===== src/rtl/pds_pkg.sv =====
`timescale 1ns / 1ps

package pds_pkg;

   localparam int CORDIC_ITERATIONS = 16;
   localparam int DIV_STAGES        = 36;
   localparam int PIPE_LATENCY      = 51 + CORDIC_ITERATIONS;

   localparam int CORDIC_W = 34;
   localparam int REM_W    = 60;
   localparam int DVS_W    = 32;
   localparam int QUO_W    = DIV_STAGES;

   localparam logic signed [31:0] INV_2PI_Q32     = 32'sd683565276;
   localparam logic signed [31:0] TWO_PI_Q28      = 32'sd1686629713;
   localparam logic signed [31:0] TWO_OVER_PI_Q30 = 32'sd683565276;
   localparam logic signed [31:0] GAIN_Q30        = 32'sd652032874;
   localparam logic signed [23:0] HALF_PI_Q16     = 24'sd102944;
   localparam logic signed [23:0] Q8_16_MAX       = 24'sd8388607;
   localparam logic signed [23:0] Q8_16_MIN       = -24'sd8388608;
   localparam logic signed [31:0] DEN_BIAS        = 32'sd335544320;
   localparam logic signed [45:0] SIN_GAIN        = 46'sd294;
   localparam logic signed [45:0] TERM_GAIN       = 46'sd3;
   localparam logic signed [31:0] COS_GAIN        = 32'sd3;
   localparam logic [45:0]        RECIP625        = 46'd57646075230343;
   localparam logic [31:0]        RECIP10         = 32'hCCCC_CCCD;
   localparam logic [28:0]        RECIP1000       = 29'd274877907;
   localparam logic [16:0]        ONE_Q16         = 17'd65536;

   localparam logic [29:0] ATAN_Q30 [0:30] = '{
      30'd843314857, 30'd497837829, 30'd263043837, 30'd133525159, 30'd67021687,
      30'd33543516, 30'd16775851, 30'd8388437, 30'd4194283, 30'd2097149,
      30'd1048575, 30'd524288, 30'd262144, 30'd131072, 30'd65536, 30'd32768,
      30'd16384, 30'd8192, 30'd4096, 30'd2048, 30'd1024, 30'd512, 30'd256,
      30'd128, 30'd64, 30'd32, 30'd16, 30'd8, 30'd4, 30'd2, 30'd1
   };

   typedef struct packed {
      logic signed [CORDIC_W-1:0] x;
      logic signed [CORDIC_W-1:0] y;
      logic signed [CORDIC_W-1:0] z;
   } cordic_type;

   typedef struct packed {
      logic [REM_W-1:0] rem;
      logic [DVS_W-1:0] dvs;
      logic [QUO_W-1:0] quo;
   } div_type;

endpackage


===== src/rtl/pds_div_stage.sv =====
`timescale 1ns / 1ps

module pds_div_stage (
   input  logic              clock,
   input  logic              reset,
   input  logic [5:0]        bit_idx,
   input  logic              src_valid,
   input  pds_pkg::div_type  src_div,
   output logic              valid_ff,
   output pds_pkg::div_type  div_ff
);
   import pds_pkg::*;

   localparam int CMP_W = DVS_W + QUO_W;

   logic [CMP_W-1:0] dvs_shift;
   logic [CMP_W-1:0] rem_wide;
   logic             fits;
   logic             valid_in;
   div_type          div_in;

   assign dvs_shift = CMP_W'(src_div.dvs) << bit_idx;
   assign rem_wide  = CMP_W'(src_div.rem);
   assign fits      = rem_wide >= dvs_shift;
   assign valid_in  = src_valid;

   always_comb begin
      div_in = src_div;
      if (fits) begin
         div_in.rem          = REM_W'(rem_wide - dvs_shift);
         div_in.quo[bit_idx] = 1'b1;
      end
   end

   always_ff @(posedge clock) begin
      if (reset) begin
         valid_ff <= 1'b0;
      end else begin
         valid_ff <= valid_in;
      end
      div_ff <= div_in;
   end

endmodule


===== config.mk =====
export PLATFORM = sky130hd
export DESIGN_NAME = pds_div_stage
export DESIGN_NICKNAME = d
export VERILOG_FILES = /design/src/rtl/pds_pkg.sv /design/src/rtl/pds_div_stage.sv
export SDC_FILE = /design/constraint.sdc
export NUM_CORES = 1
export LEC_CHECK = 0
export ABC_AREA = 1
export CAP_MARGIN = 5
export CORE_MARGIN = 5
export CORE_UTILIZATION = 50
export CTS_BUF_LIST = sky130_fd_sc_hd__clkbuf_16
export DETAILED_ROUTE_END_ITERATION = 16
export DONT_BUFFER_PORTS = 1
export GPL_TIMING_DRIVEN = 0
export PLACE_DENSITY = 0.65
export SYNTH_ARGS = -nofsm -noshare
export SYNTH_HDL_FRONTEND = slang
export SYNTH_SLANG_ARGS = --single-unit

===== constraint.sdc =====
create_clock -name clock -period 6.13 [get_ports clock]
set_input_delay 1.226 -clock clock [delete_from_list [all_inputs] [get_ports clock]]
set_output_delay 1.226 -clock clock [all_outputs]
set_load 0.005 [all_outputs]

# Word level (Yosys, flattened, before mapping)
# Cells that the tools add are included.
word_totals:
  romBits: 0
  ram_bits: 0
  n_memories: 0
  ff_bits: 129
  latchBits: 0
  input_bits: 137
  out_inout_bits: 129
classes:
  multipliers: 0
  magnitude_cmp: 3
  n_bitwise: 1
  muxes: 4
  reduce_logical: 1
  shifts: 1
  div_mod_pow: 0
  n_eq_ne: 0
  n_addsub: 1
op_table:
  columns: ["operator", "count"]
  rows:
  - ["60-bit by 68-bit >= comparator with 1-bit output", 1]
  - ["32-bit by 6-bit << shifter with 68-bit output", 1]
  - ["60-bit two-way mux", 1]
  - ["60-bit subtractor", 1]
  - ["36-bit two-way mux", 1]
  - ["36-bit bitwise OR", 1]
  - ["6-bit by 7-bit < comparator with 1-bit output (second input constant)", 1]
  - ["1-bit demux with 6-bit select", 1]
  - ["6-bit by 1-bit >= comparator with 1-bit output (second input constant)", 1]
  - ["1-bit logical AND", 1]
  - ["1-bit two-way mux", 1]

# Longest topological paths before layout
logic_depth:
  depth_word: 6
  ltp_mapped: 28
  depth_no_buf: 26

# Worst setup path before layout
# OpenSTA, ideal clock, no wires.
synth_path:
  path_type: "in2reg"
  start: "input port bit_idx[3]"
  end: "register div_ff[113] in the netlist's numbering"
  setup_slack_ps: 1736
  n_path_buf: 6
  path_stages: 19
  setup_ps: 113
  t_arrival_ps: 4281
  cell_sequence: "buf_2 -> buf_1 -> clkbuf_1 -> buf_1 -> nand3_1 -> nand3_1 -> o31ai_1 -> a21oi_1 -> ha_1 -> a21oi_1 -> nor2_1 -> nor2_1 -> nor2_1 -> a2111oi_0 -> nand2_2 -> buf_4 -> buf_2 -> nand4_1 -> nand2_1"
synth_rtl:
  columns: ["item", "line_no", "rtl"]
  rows:
  - ["start: declaration", "pds_div_stage.sv:6", "input logic [5:0] bit_idx,"]
  - ["end signal: assignment", "pds_div_stage.sv:41", "div_ff <= div_in;"]
  - ["end: declaration", "pds_div_stage.sv:10", "output pds_pkg::div_type div_ff"]

==> results_dict.tcl <==
set metrics [dict create \
    path_max_fanout 10 \
    design.core.area_um2 23400 \
    synthCells 2100 \
    cts_buffers 17 \
    p_total_w 0.003235 \
    syn_nets 2298 \
    synthFlopType "dfxtp_1" \
    num_vias 14130 \
    die_h_um 163.8 \
    post-place-ws_ns -0.2673 \
    finalSetupViolCount 0 \
    critPathSlowestCell "ha_1" \
    antenna_found_initial 0 \
    async_flop_share 0 \
    grt_pass1_wl_um 75600 \
    arrival_ns 6.31 \
    cts_setup_buffers 0 \
    post-route-util 0.5475 \
    grt_max_degree 17 \
    clk_pin_slew_ns 0.07 \
    maxSlewViolCount 0 \
    min_from "src_div[45]" \
    drv_cap 0 \
    drtAntennaViolNets 0 \
    portBuffers 0 \
    post_cts_resized 0 \
    ys_warn_count 0 \
    dr.pass1.iters 8 \
    io-pin-count 266 \
    min_period_ns 6.010 \
    path_common_cell "nand2_1" \
    layout-drive-gt1-share 0.04784 \
    diodes 0 \
    grtUsageTotal 0.3715 \
    crit_start "bit_idx[3]" \
    maxSlewHeadroom 0.5710 \
    power.density_nw_per_um2 252.5 \
    cts-root-buf "clkbuf_16" \
    area_growth_syn_to_layout_pct 8.360 \
    drtIter0Drc 1588 \
    postSynthAreaPerCell_um2 5.630 \
    die_x_um 163.8 \
    ir_drop_v 0.0001519 \
    wirelength_um 51700 \
    critPathMaxStageDelay_ns 0.55 \
    clock-sinks 129 \
    fmax_mhz 166.4 \
    dp.cells 2419 \
    crit_buf_inv 7 \
    routabilityCongestion 1.042 \
    final_cells 2451 \
    worst_pin_slew_ns 0.6368 \
    crit_family "simple AND/OR/NAND/NOR gates" \
    startpoint_type "input pin" \
    viasPerCell 5.765 \
    rsz0062_at_grt "false" \
    hp-class "input pin to register" \
    ys_types 41 \
    fin_tns_setup_ns 0 \
    h-tree-depth 4 \
    dieArea_um2 26820 \
    fin_ws_ns 0.1204 \
    overflow 0 \
    grt_pass1_vias 13180 \
    path_class "input pin to register" \
    start_util 0.5052 \
    dpl.hpwl_um 43510 \
    period_share 0.9804 \
    end_kind "register" \
    syn_area_um2 11820 \
    yosysSeqAreaShare 0.2184 \
    outcome "completed" \
    postCtsHoldBufs 0 \
    cts_tree "built" \
    synth_edf_count 0 \
    crit_required_ns 6.43 \
    drcViolationCount 0 \
    yosys_register_bits 129 \
    clockBufferDepth 2 \
    hold_viol_final 0 \
    nets 2317 \
    leakagePower_nw 6.859 \
    crit_chain "buf_2, clkinv_1, clkbuf_1, nor2_1, inv_1, clkbuf_1, o22ai_1, a31oi_1, ha_1, nand2_1, inv_2, nand2_1, nor3_2, nand2_1, nor2_1, nand4_1, nand3_1, nand2_1, nand2_2, nand3_2, buf_2, nand2_1, nand2_1" \
    row_count 56 \
    wl_per_cell_um 21.09 \
]
[state kept, by name, indices dropped and copies added, names as in the netlist]
signal / cells
div_ff: 128
valid_ff: 1
[cells by family (layout without fill, tap and decap cells)]
kind of cell | after synthesis | count (layout) | synth area share
AND/OR/NAND/NOR | 1326 | 1326 | 0.4789
AO/OA/AOI/OAI | 173 | 173 | 0.08328
buffers and inverters | 380 | 412 | 0.1312
adder cells (fa/ha/maj) | 61 | 61 | 0.06519
XOR/XNOR | 31 | 31 | 0.02296
flip-flops | 129 | 129 | 0.2184
[report_power, final]
group / internal, W / switching (W) / total [W] / leakage, nW
Sequential: 0.000909 / 0.0000381 / 0.000947 / 1.09
Combinational: 0.000351 / 0.000877 / 0.00123 / 5.49
Clock: 0.000578 / 0.000481 / 0.00106 / 0.284
[path summary, 6_finish.rpt]
kind | to | cells after the start | slack [ns]
setup / recovery | div_ff[110]$_DFF_P_ | 23 | 0.12
hold / removal | div_ff[45]$_DFF_P_ | 0 | 0.81
[metrics by stage]
step | hold WS, ns | area [um^2]
global route | 0.7963 | 12810
CTS | 0.8018 | 12810
finish | 0.8094 | 12810
global placement | 1.254 | 12220
detailed placement | 1.254 | 12220
floorplan | 1.254 | 11820
[layout by cell type (no fill, tap or decap), drive strengths merged]
master	n
bufinv	1
ha	60
inv	309
clkinv	6
a21o	2
nand2	751
o21bai	18
a32oi	3
dfxtp	129
and3	1
xor2	25
a22oi	4
buf	51
nand3	256
a221oi	3
o21a	3
a21boi	1
clkbuf	43
a31oi	6
nor2	183
o22ai	8
fa	1
o211ai	1
nor3	14
clkinvlp	2
a21oi	82
a2111oi	1
o31ai	1
xnor2	6
nand4	116
o21ai	40
nor4	4
or2	1
[cell usage after synthesis, drive strengths merged (2+ instances only)]
master | number | area [um^2]
ha | 60 | 750.7
xor2 | 25 | 219.0
o21a | 3 | 22.52
clkbuf | 24 | 90.09
o22ai | 8 | 50.05
nand4 | 116 | 725.7
o21ai | 40 | 200.2
a22oi | 4 | 30.03
a32oi | 3 | 26.28
buf | 53 | 324.1
nand2 | 751 | 2821
nor4 | 4 | 25.02
nor3 | 14 | 75.07
xnor2 | 6 | 52.55
a21oi | 82 | 410.4
dfxtp | 129 | 2582
a21o | 2 | 15.01
o21bai | 18 | 135.1
a31oi | 6 | 37.54
nor2 | 183 | 711.9
clkinv | 4 | 15.01
nand3 | 256 | 1291
a221oi | 3 | 26.28
inv | 299 | 1122
[cell type report]
type / instances / area [um^2]
plain buffers: 77 / 417.9
clock buffers: 17 / 425.4
clock inverters: 15 / 160.2
fillers: 2537 / 10590
inverters: 303 / 1137
multi-input cells: 1591 / 7690
flip-flops and latches: 129 / 2582
well taps: 319 / 399.1
[routing by layer]
metal  wire length, um  track usage  vias to the layer above
li1                  -            -                     6798
met1             20410       0.4533                     6372
met2             23460       0.6193                      809
met3              4854      0.07001                      152
met4              2981       0.1986                        0
met5                 0            0                        -
No activity file was read; power rests on OpenSTA's default activity.
