==> src/rtl/pds_pkg.sv <==
`timescale 1ns / 1ps

package pds_pkg;

   localparam int CORDIC_ITERATIONS = 16;
   localparam int DIV_STAGES        = 36;
   localparam int PIPE_LATENCY      = 51 + CORDIC_ITERATIONS;

   localparam int CORDIC_W = 34;
   localparam int REM_W    = 60;
   localparam int DVS_W    = 32;
   localparam int QUO_W    = DIV_STAGES;

   localparam logic signed [31:0] INV_2PI_Q32     = 32'sd683565276;
   localparam logic signed [31:0] TWO_PI_Q28      = 32'sd1686629713;
   localparam logic signed [31:0] TWO_OVER_PI_Q30 = 32'sd683565276;
   localparam logic signed [31:0] GAIN_Q30        = 32'sd652032874;
   localparam logic signed [23:0] HALF_PI_Q16     = 24'sd102944;
   localparam logic signed [23:0] Q8_16_MAX       = 24'sd8388607;
   localparam logic signed [23:0] Q8_16_MIN       = -24'sd8388608;
   localparam logic signed [31:0] DEN_BIAS        = 32'sd335544320;
   localparam logic signed [45:0] SIN_GAIN        = 46'sd294;
   localparam logic signed [45:0] TERM_GAIN       = 46'sd3;
   localparam logic signed [31:0] COS_GAIN        = 32'sd3;
   localparam logic [45:0]        RECIP625        = 46'd57646075230343;
   localparam logic [31:0]        RECIP10         = 32'hCCCC_CCCD;
   localparam logic [28:0]        RECIP1000       = 29'd274877907;
   localparam logic [16:0]        ONE_Q16         = 17'd65536;

   localparam logic [29:0] ATAN_Q30 [0:30] = '{
      30'd843314857, 30'd497837829, 30'd263043837, 30'd133525159, 30'd67021687,
      30'd33543516, 30'd16775851, 30'd8388437, 30'd4194283, 30'd2097149,
      30'd1048575, 30'd524288, 30'd262144, 30'd131072, 30'd65536, 30'd32768,
      30'd16384, 30'd8192, 30'd4096, 30'd2048, 30'd1024, 30'd512, 30'd256,
      30'd128, 30'd64, 30'd32, 30'd16, 30'd8, 30'd4, 30'd2, 30'd1
   };

   typedef struct packed {
      logic signed [CORDIC_W-1:0] x;
      logic signed [CORDIC_W-1:0] y;
      logic signed [CORDIC_W-1:0] z;
   } cordic_type;

   typedef struct packed {
      logic [REM_W-1:0] rem;
      logic [DVS_W-1:0] dvs;
      logic [QUO_W-1:0] quo;
   } div_type;

endpackage

==> src/rtl/pds_cordic_stage.sv <==
`timescale 1ns / 1ps

module pds_cordic_stage (
   input  logic                 clock,
   input  logic                 reset,
   input  logic [4:0]           stage_idx,
   input  logic                 src_valid,
   input  pds_pkg::cordic_type  src_vec,
   output logic                 valid_ff,
   output pds_pkg::cordic_type  vec_ff
);
   import pds_pkg::*;

   logic signed [CORDIC_W-1:0] x_shift;
   logic signed [CORDIC_W-1:0] y_shift;
   logic signed [CORDIC_W-1:0] angle_step;
   logic                       valid_in;
   cordic_type                 vec_in;

   assign x_shift    = src_vec.x >>> stage_idx;
   assign y_shift    = src_vec.y >>> stage_idx;
   assign angle_step = CORDIC_W'(ATAN_Q30[stage_idx]);
   assign valid_in   = src_valid;

   always_comb begin
      if (!src_vec.z[CORDIC_W-1]) begin
         vec_in.x = src_vec.x - y_shift;
         vec_in.y = src_vec.y + x_shift;
         vec_in.z = src_vec.z - angle_step;
      end else begin
         vec_in.x = src_vec.x + y_shift;
         vec_in.y = src_vec.y - x_shift;
         vec_in.z = src_vec.z + angle_step;
      end
   end

   always_ff @(posedge clock) begin
      if (reset) begin
         valid_ff <= 1'b0;
      end else begin
         valid_ff <= valid_in;
      end
      vec_ff <= vec_in;
   end

endmodule

==> config.mk <==
export PLATFORM = sky130hd
export DESIGN_NAME = pds_cordic_stage
export DESIGN_NICKNAME = d
export VERILOG_FILES = /design/src/rtl/pds_pkg.sv /design/src/rtl/pds_cordic_stage.sv
export SDC_FILE = /design/constraint.sdc
export NUM_CORES = 1
export LEC_CHECK = 0
export ABC_AREA = 1
export CAP_MARGIN = 40
export CORE_AREA = 3 3 198 200
export DETAILED_ROUTE_END_ITERATION = 6
export DIE_AREA = 0 0 201 203
export DONT_BUFFER_PORTS = 1
export GPL_TIMING_DRIVEN = 0
export PLACE_DENSITY = 0.51
export REMOVE_ABC_BUFFERS = 1
export SETUP_SLACK_MARGIN = 0.02
export SYNTH_ARGS = -nofsm -noshare
export SYNTH_HDL_FRONTEND = slang
export SYNTH_SLANG_ARGS = --single-unit
export TNS_END_PERCENT = 10
==> constraint.sdc <==
create_clock -name clock -period 6.8 [get_ports clock]
set_input_delay 2.04 -clock clock [delete_from_list [all_inputs] [get_ports clock]]
set_output_delay 2.04 -clock clock [all_outputs]
set_load 0.01 [all_outputs]
# After elaboration in Yosys (flattened, before gate mapping)
# Memory sizes are Yosys's and may differ from the RTL's.
# Cells that the tools add are included.
dict set report totals {
  mem_bits_rw 0
  inputBits 110
  n_memories 1
  romBits 960
  output_inout_bits 103
  reg_bits 103
  word_cells 18
  latchBits 0
}
dict set report classes {
  n_shift 2
  n_div 0
  n_mul 0
  order_cmp 1
  eq_ne 0
  reduce_logical 0
  n_mux 3
  addsub 6
  n_bitwise 1
}
# memory words width read_ports rd_clocked_by_memory_dff wr line_no
set mem_list {}
lappend mem_list {{(name not given)} 32 30 1 0 0 pds_cordic_stage.sv:22} ;# assign angle_step = CORDIC_W'(ATAN_Q30[stage_idx]);
# cell n
set ops {}
lappend ops {{2-to-1 mux 102 bit} 1}
lappend ops {{adder 34 bit} 2}
lappend ops {{>>> shifter 34 x 5 -> 34 bit} 2}
lappend ops {{subtractor 34 bit} 2}
lappend ops {{2-to-1 mux 30 bit} 2}
lappend ops {{adder 34 x 31 -> 34 bit} 1}
lappend ops {{subtractor 34 x 31 -> 34 bit} 1}
lappend ops {{>= comparator 6 bit (second input constant)} 1}
lappend ops {{inverter 5 -> 6 bit} 1}

# Logic depth before layout (Yosys ltp)
# Gate-level depths: netlist of run 1.
dict set report logic_depth {
  depth_word 6
  mapped_depth 35
  mapped_depth_nobuf 33
}

# Worst setup path after synthesis of run 1
# Ideal clock, no wire load.
dict set report synth_timing {
  path_kind {input port to flip-flop}
  startpoint {input stage_idx[0]}
  endpoint {register vec_ff[27] (netlist bit)}
  path_buffers 3
  arrival_time_ns 5.758
  setup_ns 0.119
  required_time_ns 6.681
  cell_stages 32
  slack_ns 0.923
  cell_sequence {buf_6 -> inv_8 -> buf_8 -> buf_8 -> ha_1 -> inv_1 -> nor2_4 -> nor2_1 -> o21ai_0 -> o2111ai_1 -> o21ai_0 -> clkinv_1 -> ha_1 -> inv_1 -> nor3_2 -> nand2_1 -> nor2_4 -> nand4_2 -> nor2_4 -> nor2_1 -> xor2_1 -> ha_1 -> nand2_1 -> nor2_1 -> nand2_1 -> nor2_1 -> a21oi_1 -> o21ai_0 -> nand2_1 -> nand2_1 -> a21oi_1 -> xnor2_1}
}
# item line_no
set synth_rtl {}
lappend synth_rtl {{from (decl)} pds_cordic_stage.sv:6} ;# input logic [4:0] stage_idx,
lappend synth_rtl {{to (signal assigned)} pds_cordic_stage.sv:43} ;# vec_ff <= vec_in;
lappend synth_rtl {{to (decl)} pds_cordic_stage.sv:10} ;# output pds_pkg::cordic_type vec_ff

==> results of run 1 <==
==> power by group <==
group	leakage, nW	switching (mW)	total [mW]	internal [mW]
combinational	6.58	1.04	1.60	0.563
clock	0.140	0.251	0.537	0.286
sequential	0.869	0.231	1.11	0.875
==> timing repair <==
item                       CTS  global route
resized for setup            0             6
buffers inserted             0             0
setup endpoints to repair    0            11
==> routing by layer <==
layer / vias up / track usage, % / part of all wire, %
met5: - / 0 / 0
li1: 7984 / - / -
met4: 0 / 6.35 / 2.1
met3: 53 / 4.01 / 5.3
met2: 393 / 42.9 / 47
met1: 7066 / 33.6 / 46
==> kinds of logic after synthesis <==
logic type	count (synthesis)
and+or+nand+nor	1452
AOI/OAI and AO/OA	322
buffers and inverters	310
xor gates and xnor gates	163
adders and majority gates	113
DFF	103
==> Yosys cell counts, types with 4 or more instances <==
master / instances
nor2_1: 185
xor2_1: 109
o21ai_0: 84
a21o_1: 11
ha_1: 110
a211oi_1: 4
a21oi_1: 140
nand2_4: 5
nor3_2: 5
nand2_2: 18
nand3b_1: 11
a31oi_1: 15
o21a_1: 14
inv_2: 5
buf_2: 30
nand4_1: 24
a21boi_0: 6
xnor2_1: 52
dfxtp_1: 103
buf_4: 5
buf_6: 15
o211ai_1: 11
nand3_2: 5
clkbuf_1: 15
o21ai_2: 6
nand2_1: 779
nor2_4: 7
inv_1: 218
nor3_1: 11
o2111ai_1: 6
o21ai_1: 8
nand3_1: 372
nor2_2: 16
buf_1: 14
==> area by class of cell <==
class                           count  area, um2  share of cell area, %
Timing Repair Buffer                4       70.1                  0.465
Clock inverter                      5       56.3                  0.374
Clock buffer                       11        233                   1.54
Sequential cell                   103       2060                   13.7
Inverter                          229        878                   5.83
Multi-Input combinational cell   2050      11100                   73.9
Tap cell                          511        639                   4.24
==> sequential cells by signal, summed over array words and instances, names as in the netlist <==
register / flops
valid_ff: 1
vec_ff: 102
==> through the flow <==
stage | std cells | utilization (%)
2_1_floorplan | 2382 | -
3_3_place_gp | 2893 | 39.1
3_5_place_dp | 2897 | 39.3
4_1_cts | 2913 | 40.1
5_1_grt | 2913 | 40.1
6_report | 2913 | 40.1
==> final timing paths <==
kind	endpoint	depth (start not counted)	slack (ns)
setup / recovery	vec_ff[58]	24	0.33
hold / removal	valid_ff	1	1.72
==> cells in the final DEF (no fill, tap or decap), drive strengths merged <==
cell type	n
nand3	378
nand4	26
o211ai	11
a211oi	4
a21oi	143
o21ai	98
clkinvlp	1
inv	227
o31ai	2
a31oi	15
o2111ai	6
xor2	111
a21o	11
o22ai	1
fa	3
o21a	14
a21boi	6
nor4b	1
clkbuf	11
xnor2	52
o221ai	2
clkinv	5
or2	3
nor4	3
buf	4
o21bai	1
bufinv	1
ha	110
and2	2
nand2	802
nand3b	11
o2111a	1
dfxtp	103
a22oi	3
nor2	209
a2111oi	4
nor3	17
==> flow_summary.toml, run 1 <==
[outcome]
status = "completed"

[synth]
synth_area_leaders = "nand2_1 20%, dfxtp_1 14%, nand3_1 13%"
synth-edff-count = 0
synth.ff_latch_count = 103
syn-instance-count = 2463
synthDominantAreaCellType = "nand2_1"
syn_avg_cell_area_um2 = 5.91
synth_sequential_area_ratio_pct = 14.2
ys_warn_count = 0
synth_compound_area_share_pct = 12.9
synth_simple_gate_area_share_pct = 43.7
syn-cell-area_mm2 = 0.0146
fraction_of_post_synthesis_cell_area_in_the_top_cell_type_by_area_pct = 20.1
muxShareOfSynthArea_pct = 0
synth-xor-area-share_pct = 9.91
synth_top_family_by_area = "simple AND/OR/NAND/NOR gates"
synth-adder-area-share_pct = 9.87
yosysUniqueCellTypes = 62
asyncSetResetFlopFracSynth_pct = 0
dominantRegCellSynth = "dfxtp_1"

[critical_path]
cp_top_family = "compound AO/OA/AOI/OAI gates"
cp_num_buf_inv = 4
worst_setup_path_end_kind = "flip-flop"
required_time_of_the_critical_path_ns = 7.06
timing.critical_path.slowest_stage_cell = "nor2_1"
critical_path_class = "in -> reg"
critical_path_peak_fanout = 65
worstPathArrival_ns = 6.73
timing.critical_path.mode_cell = "nand2_1"
max_stage_delay_ns = 0.68
worstSetupStartpoint = "stage_idx[1]"
critical_path.startpoint_type = "input pin"
path_cells = "nor2_1 -> o211ai_1 -> nand4_1 -> nand3_1 -> o21ai_1 -> inv_1 -> ha_1 -> inv_1 -> nor2_1 -> nand2_1 -> nand2_1 -> xor2_1 -> ha_1 -> nand2_1 -> inv_1 -> a21oi_1 -> o21ai_0 -> a21boi_0 -> inv_1 -> nand2_1 -> nand2_1 -> a21boi_0 -> o21ai_0 -> xor2_1"

[sta]
drv_slew = 0
fin_hold_ws_ns = 1.72
timing_hold_violations_final = 0
setup_tns_ns = 0
timing.fmax_mhz = 155
tightest_slew_margin_relative_to_the_limit_pct = 42.8
setup-violations-final = 0
final.setup.worst_slack_ns = 0.331
worst_pin_slew_ns = 0.855
rsz0062_at_grt = "false"
finalWorstPathRequiredPeriod_ns = 6.47
period_share_pct = 95.1

[finish]
area_growth_pct = 3.53
fin_area_mm2 = 0.0151
layout.filler_cells = 4277
post_route_cells_drive_above_1_share_pct = 4.41
insertedDiodeCount = 0
fin_nets = 2620

[cts]
max-clock-path-buffers = 2
post_cts_hold_buffer_count = 0
cts.htree.levels = 3
cts_tree = "built"
clk_transition_reported_paths_ns = 0.07
clkSinkCount = 103
cts_made_buffers = 9
clock-root-buffer = "clkbuf_16"

[placement]
detailedPlace.worstSlack_ns = -0.332
detailed_place.area_mm2 = 0.0148
dp_hpwl_um = 44400
finalWeightedCongestion = 0.923
buffer_ports.inserted = 0

[routing]
drt_first_pass_iters = 6
drt-vias-per-instance = 5.32
drt_drc_violations_left = 0
wl_per_cell_um = 18.3
route.vias.total = 15500
drtAntennaViolNets = 0
iteration_0_drc_count_of_the_detailed_router = 1187
detail_route.wirelength_um = 53300

[power_and_ir_drop]
total_leakage_power_nw = 7.59
vdd.ir_drop.worst_mv = 0.114
pd_cells_mw_per_mm2 = 216
finalPower_mw = 3.25

[hold_path]
hp-class = "in -> reg"
worst_hold_startpoint = "reset"

[global_route]
global_route.overflow_total = 0
groute.usage.overall_pct = 25.3
antenna_found_initial = 0
number_of_global_route_vias_before_repair = 14500
grt_start_max_net_pins = 78
grt_pass1_wl_um = 82100

[die]
die_area_mm2 = 0.0408
num_rows = 71
die_w_um = 201
core_area_mm2 = 0.0376
ports = 213
die_height_um = 203
initial_utilization_pct = 38.7

[run]
drv_cap = 0
Note: power is estimated with default switching activity, not from simulation.
==> run 2, diff against run 1 <==
--- a/config.mk
+++ b/config.mk
@@ -15,3 +15,2 @@
 export PLACE_DENSITY = 0.51
-export REMOVE_ABC_BUFFERS = 1
 export SETUP_SLACK_MARGIN = 0.02
==> constraint.sdc (replaced) <==
create_clock -name clock -period 6.8 [get_ports clock]
set_input_delay 0.34 -clock clock [delete_from_list [all_inputs] [get_ports clock]]
set_output_delay 0.34 -clock clock [all_outputs]
set_load 0.01 [all_outputs]
==> flow_summary.toml, run 2 (synthesis results as in run 1) <==
[outcome]
status = "finished, violations left"
violations = "design-rule violations"

[finish]
largest_register_ffs = 102
final_util_pct = 41.6
post_route_cells_drive_above_1_share_pct = 6.59
area_growth_pct = 7.31
largest-register = "vec_ff"
insertedDiodeCount = 0
top_regs = "vec_ff: 102 flops, valid_ff: 1 flops"
final_cell_mix = "779 x nand2_1, 372 x nand3_1, 218 x inv_1, 185 x nor2_1, 140 x a21oi_1"
fin_area_mm2 = 0.0156
fin_nets = 2707
final_common_cell = "nand2_1"

[cts]
cts_resizes = 0
max-clock-path-buffers = 2
cts_made_buffers = 9
clock-root-buffer = "clkbuf_16"
clk_transition_reported_paths_ns = 0.09
clkSinkCount = 103
cts.htree.levels = 3
post_cts_hold_buffer_count = 0
postCtsSetupBuffers = 0
cts_tree = "built"

[die]
die_w_um = 201
die_height_um = 203
core_area_mm2 = 0.0376
num_rows = 71
die_area_mm2 = 0.0408
initial_utilization_pct = 38.7
ports = 213

[sta]
rsz0062_at_grt = "false"
final.setup.worst_slack_ns = 1.59
timing.fmax_mhz = 192
worst_pin_slew_ns = 0.938
period_share_pct = 76.7
tightest_slew_margin_relative_to_the_limit_pct = 37.5
drv_slew = 0
timing_hold_violations_final = 0
setup-violations-final = 0
finalWorstPathRequiredPeriod_ns = 5.21
setup_tns_ns = 0
fin_hold_ws_ns = 0.0235

[hold_path]
hp-class = "in -> reg"

[power_and_ir_drop]
switching_share_pct = 49.0
internal_power_mw = 1.73
total_leakage_power_nw = 7.90
switching_power_mw = 1.66
power.share.clock_pct = 15.8
power.share.combinational_pct = 51.5
pd_cells_mw_per_mm2 = 217
vdd.ir_drop.worst_mv = 0.160
pwr-share-seq_pct = 32.7

[placement]
buffer_ports.inserted = 0
detailedPlace.worstSlack_ns = 1.46
finalWeightedCongestion = 0.989
dp_hpwl_um = 57400
detailed_place.area_mm2 = 0.0153

[critical_path]
worstPathArrival_ns = 5.48
worst_setup_path_end_kind = "flip-flop"
required_time_of_the_critical_path_ns = 7.07
critical_path_peak_fanout = 10
critical_path_class = "in -> reg"
critical_path.startpoint_type = "input pin"

[routing]
drtAntennaViolNets = 0
detail_route.wirelength_um = 68500
wl_per_cell_um = 22.8
drt_drc_violations_left = 5
route.vias.total = 16800
iteration_0_drc_count_of_the_detailed_router = 1600
drt_first_pass_iters = 7
drt-vias-per-instance = 5.61

[global_route]
number_of_global_route_vias_before_repair = 16100
grt_pass1_wl_um = 101000
global_route.overflow_total = 0
grt_start_max_net_pins = 19
antenna_found_initial = 1
groute.usage.overall_pct = 32.7

[synth]
synth_fp_nets = 2686

[run]
drv_cap = 0
run 2: cell types whose count changed in the layout (fill, tap and decap cells not counted), moves of 2 or more:
cell and change:
buf_1 +14, buf_8 +5, buf_6 +20, clkinvlp_4 +2
buf_12 -2, a21boi_0 +2, clkbuf_1 +13, clkinv_2 -3
inv_6 -2, inv_8 +2, buf_4 +5, buf_2 +30
run 2: layout make-up:
class	count	area, um2
Buffer	81	495
Clock buffer	10	239
Clock inverter	6	53.8
Fill cell	4311	22000
Inverter	229	872
Multi-Input combinational cell	2050	11100
Sequential cell	103	2060
Tap cell	511	639
Timing Repair Buffer	10	131
run 2: path summary, 6_finish.rpt:
kind / start / to / slack [ns] / cells past startpoint
worst max-delay path: stage_idx[2] / vec_ff[92] / 1.59 / 25
worst min-delay path: reset / valid_ff / 0.02 / 1
run 2: worst max-delay path, cell delays in order:
cell	delay, ns
buf_6	0.13
clkbuf_1	0.68
nand3_1	0.25
nand3_1	0.22
nand2_1	0.11
nand2_1	0.15
nand2_2	0.13
nor2_4	0.16
inv_2	0.04
nor2_2	0.21
nand2_1	0.17
o21ai_1	0.17
xor2_1	0.19
inv_1	0.06
ha_1	0.36
a21oi_1	0.19
inv_1	0.08
a31oi_1	0.13
a21boi_0	0.68
inv_1	0.09
nand2_1	0.08
nand2_1	0.10
a21boi_0	0.37
o21ai_0	0.20
xor2_1	0.18
run 2: power groups by stage:
| stage | sequential [mW] | clock, mW | combinational (mW) |
|---|---|---|---|
| 4_1_cts | 1.12 | 0.554 | 1.72 |
| 2_1_floorplan | 1.09 | 0 | 1.26 |
| 3_3_place_gp | 1.13 | 0 | 1.69 |
| 6_report | 1.11 | 0.535 | 1.74 |
| 3_5_place_dp | 1.13 | 0 | 1.71 |
| 5_1_grt | 1.13 | 0.571 | 1.94 |
run 2: layer usage:
layer | vias up | global-route usage, % | routed length, um
li1 | 8168 | - | -
met5 | - | 0 | 0
met3 | 100 | 6.04 | 5740
met2 | 731 | 53.2 | 30600
met1 | 7828 | 43.8 | 29800
met4 | 0 | 10.6 | 2260
run 2: stage by stage:
stage               power (mW)  cells
CTS                       3.39   2999
global route              3.64   3000
finish                    3.38   3000
detailed placement        2.84   2983
floorplan                 2.35   2463
global placement          2.82   2974
==> run 3, diff against run 2 <==
ABC_AREA = 0   (was 1)
CORE_AREA = 3 3 195 197   (was 3 3 198 200)
DIE_AREA = 0 0 198 200   (was 0 0 201 203)
PLACE_DENSITY = 0.53   (was 0.51)
clock period = 4.7 ns   (was 6.8 ns; I/O delays follow)
==> flow_summary.toml, run 3 <==
[routing]
route.vias.total = 15000
drt_drc_violations_left = 0
detail_route.wirelength_um = 71700
drt-vias-per-instance = 6.53
wl_per_cell_um = 31.2
drtAntennaViolNets = 0
iteration_0_drc_count_of_the_detailed_router = 1338
drt_first_pass_iters = 5

[cts]
clk_transition_reported_paths_ns = 0.07
clkSinkCount = 103
cts.htree.levels = 3
max-clock-path-buffers = 2
clock-root-buffer = "clkbuf_16"
cts_made_buffers = 9
cts_tree = "built"

[synth]
synthDominantAreaCellType = "dfxtp_1"
yosysUniqueCellTypes = 98
fraction_of_post_synthesis_cell_area_in_the_top_cell_type_by_area_pct = 14.6
syn-cell-area_mm2 = 0.0141
synth_area_leaders = "dfxtp_1 15%, ha_1 9.7%, mux4_2 9.1%"
synth.ff_latch_count = 103
synth_top_family_by_area = "compound AO/OA/AOI/OAI gates"
syn_avg_cell_area_um2 = 8.27
synth-xor-area-share_pct = 10.6
muxShareOfSynthArea_pct = 17.1
dominantRegCellSynth = "dfxtp_1"
synthMostInstantiatedCell = "nor2_1"
synth_common_cells = "150 x nor2_1, 139 x nand2_1, 127 x a21oi_1"
synth_sequential_area_ratio_pct = 14.6
synth_simple_gate_area_share_pct = 17.5
ys_warn_count = 0
synth_compound_area_share_pct = 25.4
synth-edff-count = 0
asyncSetResetFlopFracSynth_pct = 0
syn-instance-count = 1710
synth_fp_nets = 1933
synth-adder-area-share_pct = 10.2

[global_route]
globalRouteMet2Util_pct = 57.3
number_of_global_route_vias_before_repair = 14900
grt_start_max_net_pins = 17
global_route.overflow_total = 0
groute.usage.overall_pct = 35.2
global_route.peak_usage_layer = "met2"
met3_resource_use_gr_pct = 8.41
antenna_found_initial = 0
gr-usage-met1_pct = 42.5
grt_pass1_wl_um = 102000

[finish]
largest-register = "vec_ff"
final_util_pct = 47.5
fin_area_mm2 = 0.0173
fin_nets = 2044
post_route_cells_drive_above_1_share_pct = 25.3
final_common_cell = "nor2_1"
largest_register_ffs = 102
top_regs = "vec_ff: 102 flops, valid_ff: 1 flops"
area_growth_pct = 22.3
final_cell_mix = "142 x nor2_1, 132 x nand2_1, 113 x a21oi_1, 103 x dfxtp_1, 100 x xnor2_1"

[hold_path]
hp-class = "in -> reg"
hold_worst_path_end = "vec_ff[69]"
worst_hold_startpoint = "src_vec[69]"
holdPathStages = 1

[sta]
tightest_slew_margin_relative_to_the_limit_pct = 36.2
final.setup.worst_slack_ns = -0.334
setup-violations-final = 19
setup_tns_ns = -2.71
finalWorstPathRequiredPeriod_ns = 5.03
worst_pin_slew_ns = 0.957
timing_hold_violations_final = 0
drv_slew = 0
period_share_pct = 107
rsz0062_at_grt = "true"
timing.fmax_mhz = 199

[die]
num_rows = 70
die_w_um = 198
ports = 213
die_area_mm2 = 0.0396
die_height_um = 200
initial_utilization_pct = 38.8
core_area_mm2 = 0.0364

[critical_path]
max_stage_delay_ns = 0.38
path_cells = "buf_12 -> buf_16 -> buf_4 -> nor2b_4 -> a31oi_1 -> a32oi_4 -> and3_4 -> nand4_1 -> nor4_4 -> buf_4 -> and2_2 -> a31oi_1 -> xnor2_1 -> ha_2 -> a21o_1 -> a21oi_2 -> o21bai_1 -> a211oi_1 -> a21bo_2 -> a221o_1 -> a41oi_2 -> o21ai_1 -> xnor2_1"
worstPathArrival_ns = 5.31
critical_path.startpoint_type = "input pin"
cp_top_family = "compound AO/OA/AOI/OAI gates"
required_time_of_the_critical_path_ns = 4.98
cp_num_buf_inv = 4
critical_path_peak_fanout = 10
timing.critical_path.slowest_stage_cell = "ha_2"
worst_setup_path_end_kind = "flip-flop"
critical_path_class = "in -> reg"

[outcome]
violations = "negative setup slack"
status = "finished, violations left"

[power_and_ir_drop]
pd_cells_mw_per_mm2 = 315
finalPower_mw = 5.45
total_leakage_power_nw = 7.03
vdd.ir_drop.worst_mv = 0.215

[placement]
dp_hpwl_um = 56200
detailed_place.area_mm2 = 0.0151
buffer_ports.inserted = 0
finalWeightedCongestion = 1.06

[run]
drv_cap = 0
==> run 3: cell count changes after synthesis, moves of 38 or more <==
| cell | previous run | this run |
|---|---|---|
| nand2_1 | 779 | 139 |
| nand3_1 | 372 | 38 |
| inv_1 | 218 | 45 |
| mux4_2 | 0 | 57 |
| xnor2_1 | 52 | 101 |
| mux2i_1 | 0 | 46 |
| xor2_1 | 109 | 68 |
| mux2_2 | 0 | 40 |
| a21o_1 | 11 | 49 |
==> run 3: cells by family after synthesis <==
family	count (synthesis)
buf+inv	140
simple gates	505
compound gates	525
fa+ha+maj	113
flops	103
xor+xnor	170
mux	154
==> run 3: cell type report <==
cell class	instances	area, um2
Fill cell	3617	19100
Multi-Input combinational cell	1467	12400
Sequential cell	103	2060
Timing Repair Buffer	105	953
Buffer	87	827
Tap cell	468	586
Clock buffer	11	243
Inverter	48	209
Clock inverter	4	53.8
Antenna cell	3	7.51
==> run 3: repair_timing <==
| item | CTS | global route |
|---|---|---|
| hold buffers | 4 | 0 |
| pin swaps | 86 | 23 |
| endpoints found under the hold margin | 3 | 0 |
| resized for setup | 223 | 49 |
| gates cloned | 2 | 0 |
| endpoints found under the setup margin | 68 | 42 |
| buffers inserted | 77 | 10 |
==> run 3: metal layers <==
| metal | part of all wire (%) | routed length (um) |
|---|---|---|
| met1 | 39 | 28100 |
| met2 | 45 | 32600 |
| met4 | 6.7 | 4780 |
| met3 | 8.7 | 6220 |
| met5 | 0 | 0 |
==> run 3: how the worst max path moves through the flow <==
stage                 startpoint          end  slack (ns)  cells past startpoint
finish              stage_idx[2]  vec_ff[101]       -0.33                     23
detailed placement  stage_idx[4]   vec_ff[64]       -2.19                     21
global route        stage_idx[2]   vec_ff[67]       -0.49                     26
CTS                 stage_idx[2]  vec_ff[101]       -0.31                     23
floorplan           stage_idx[2]  vec_ff[101]       -0.21                     22
global placement    stage_idx[4]   vec_ff[64]       -2.29                     21
==> run 3: stage by stage <==
stage,std cells,hold WS [ns],setup WS (ns)
detailed placement,2190,0.313,-2.19
global route,2293,0.00749,-0.487
CTS,2283,0.00549,-0.311
finish,2296,0.0189,-0.334
global placement,2178,0.309,-2.29
floorplan,1710,0.307,-0.209
==> run 3: where the power goes <==
group          internal (mW)  total, mW  switching [mW]
logic                   1.31       3.03            1.72
registers               1.27       1.62           0.350
clock network          0.427      0.805           0.378
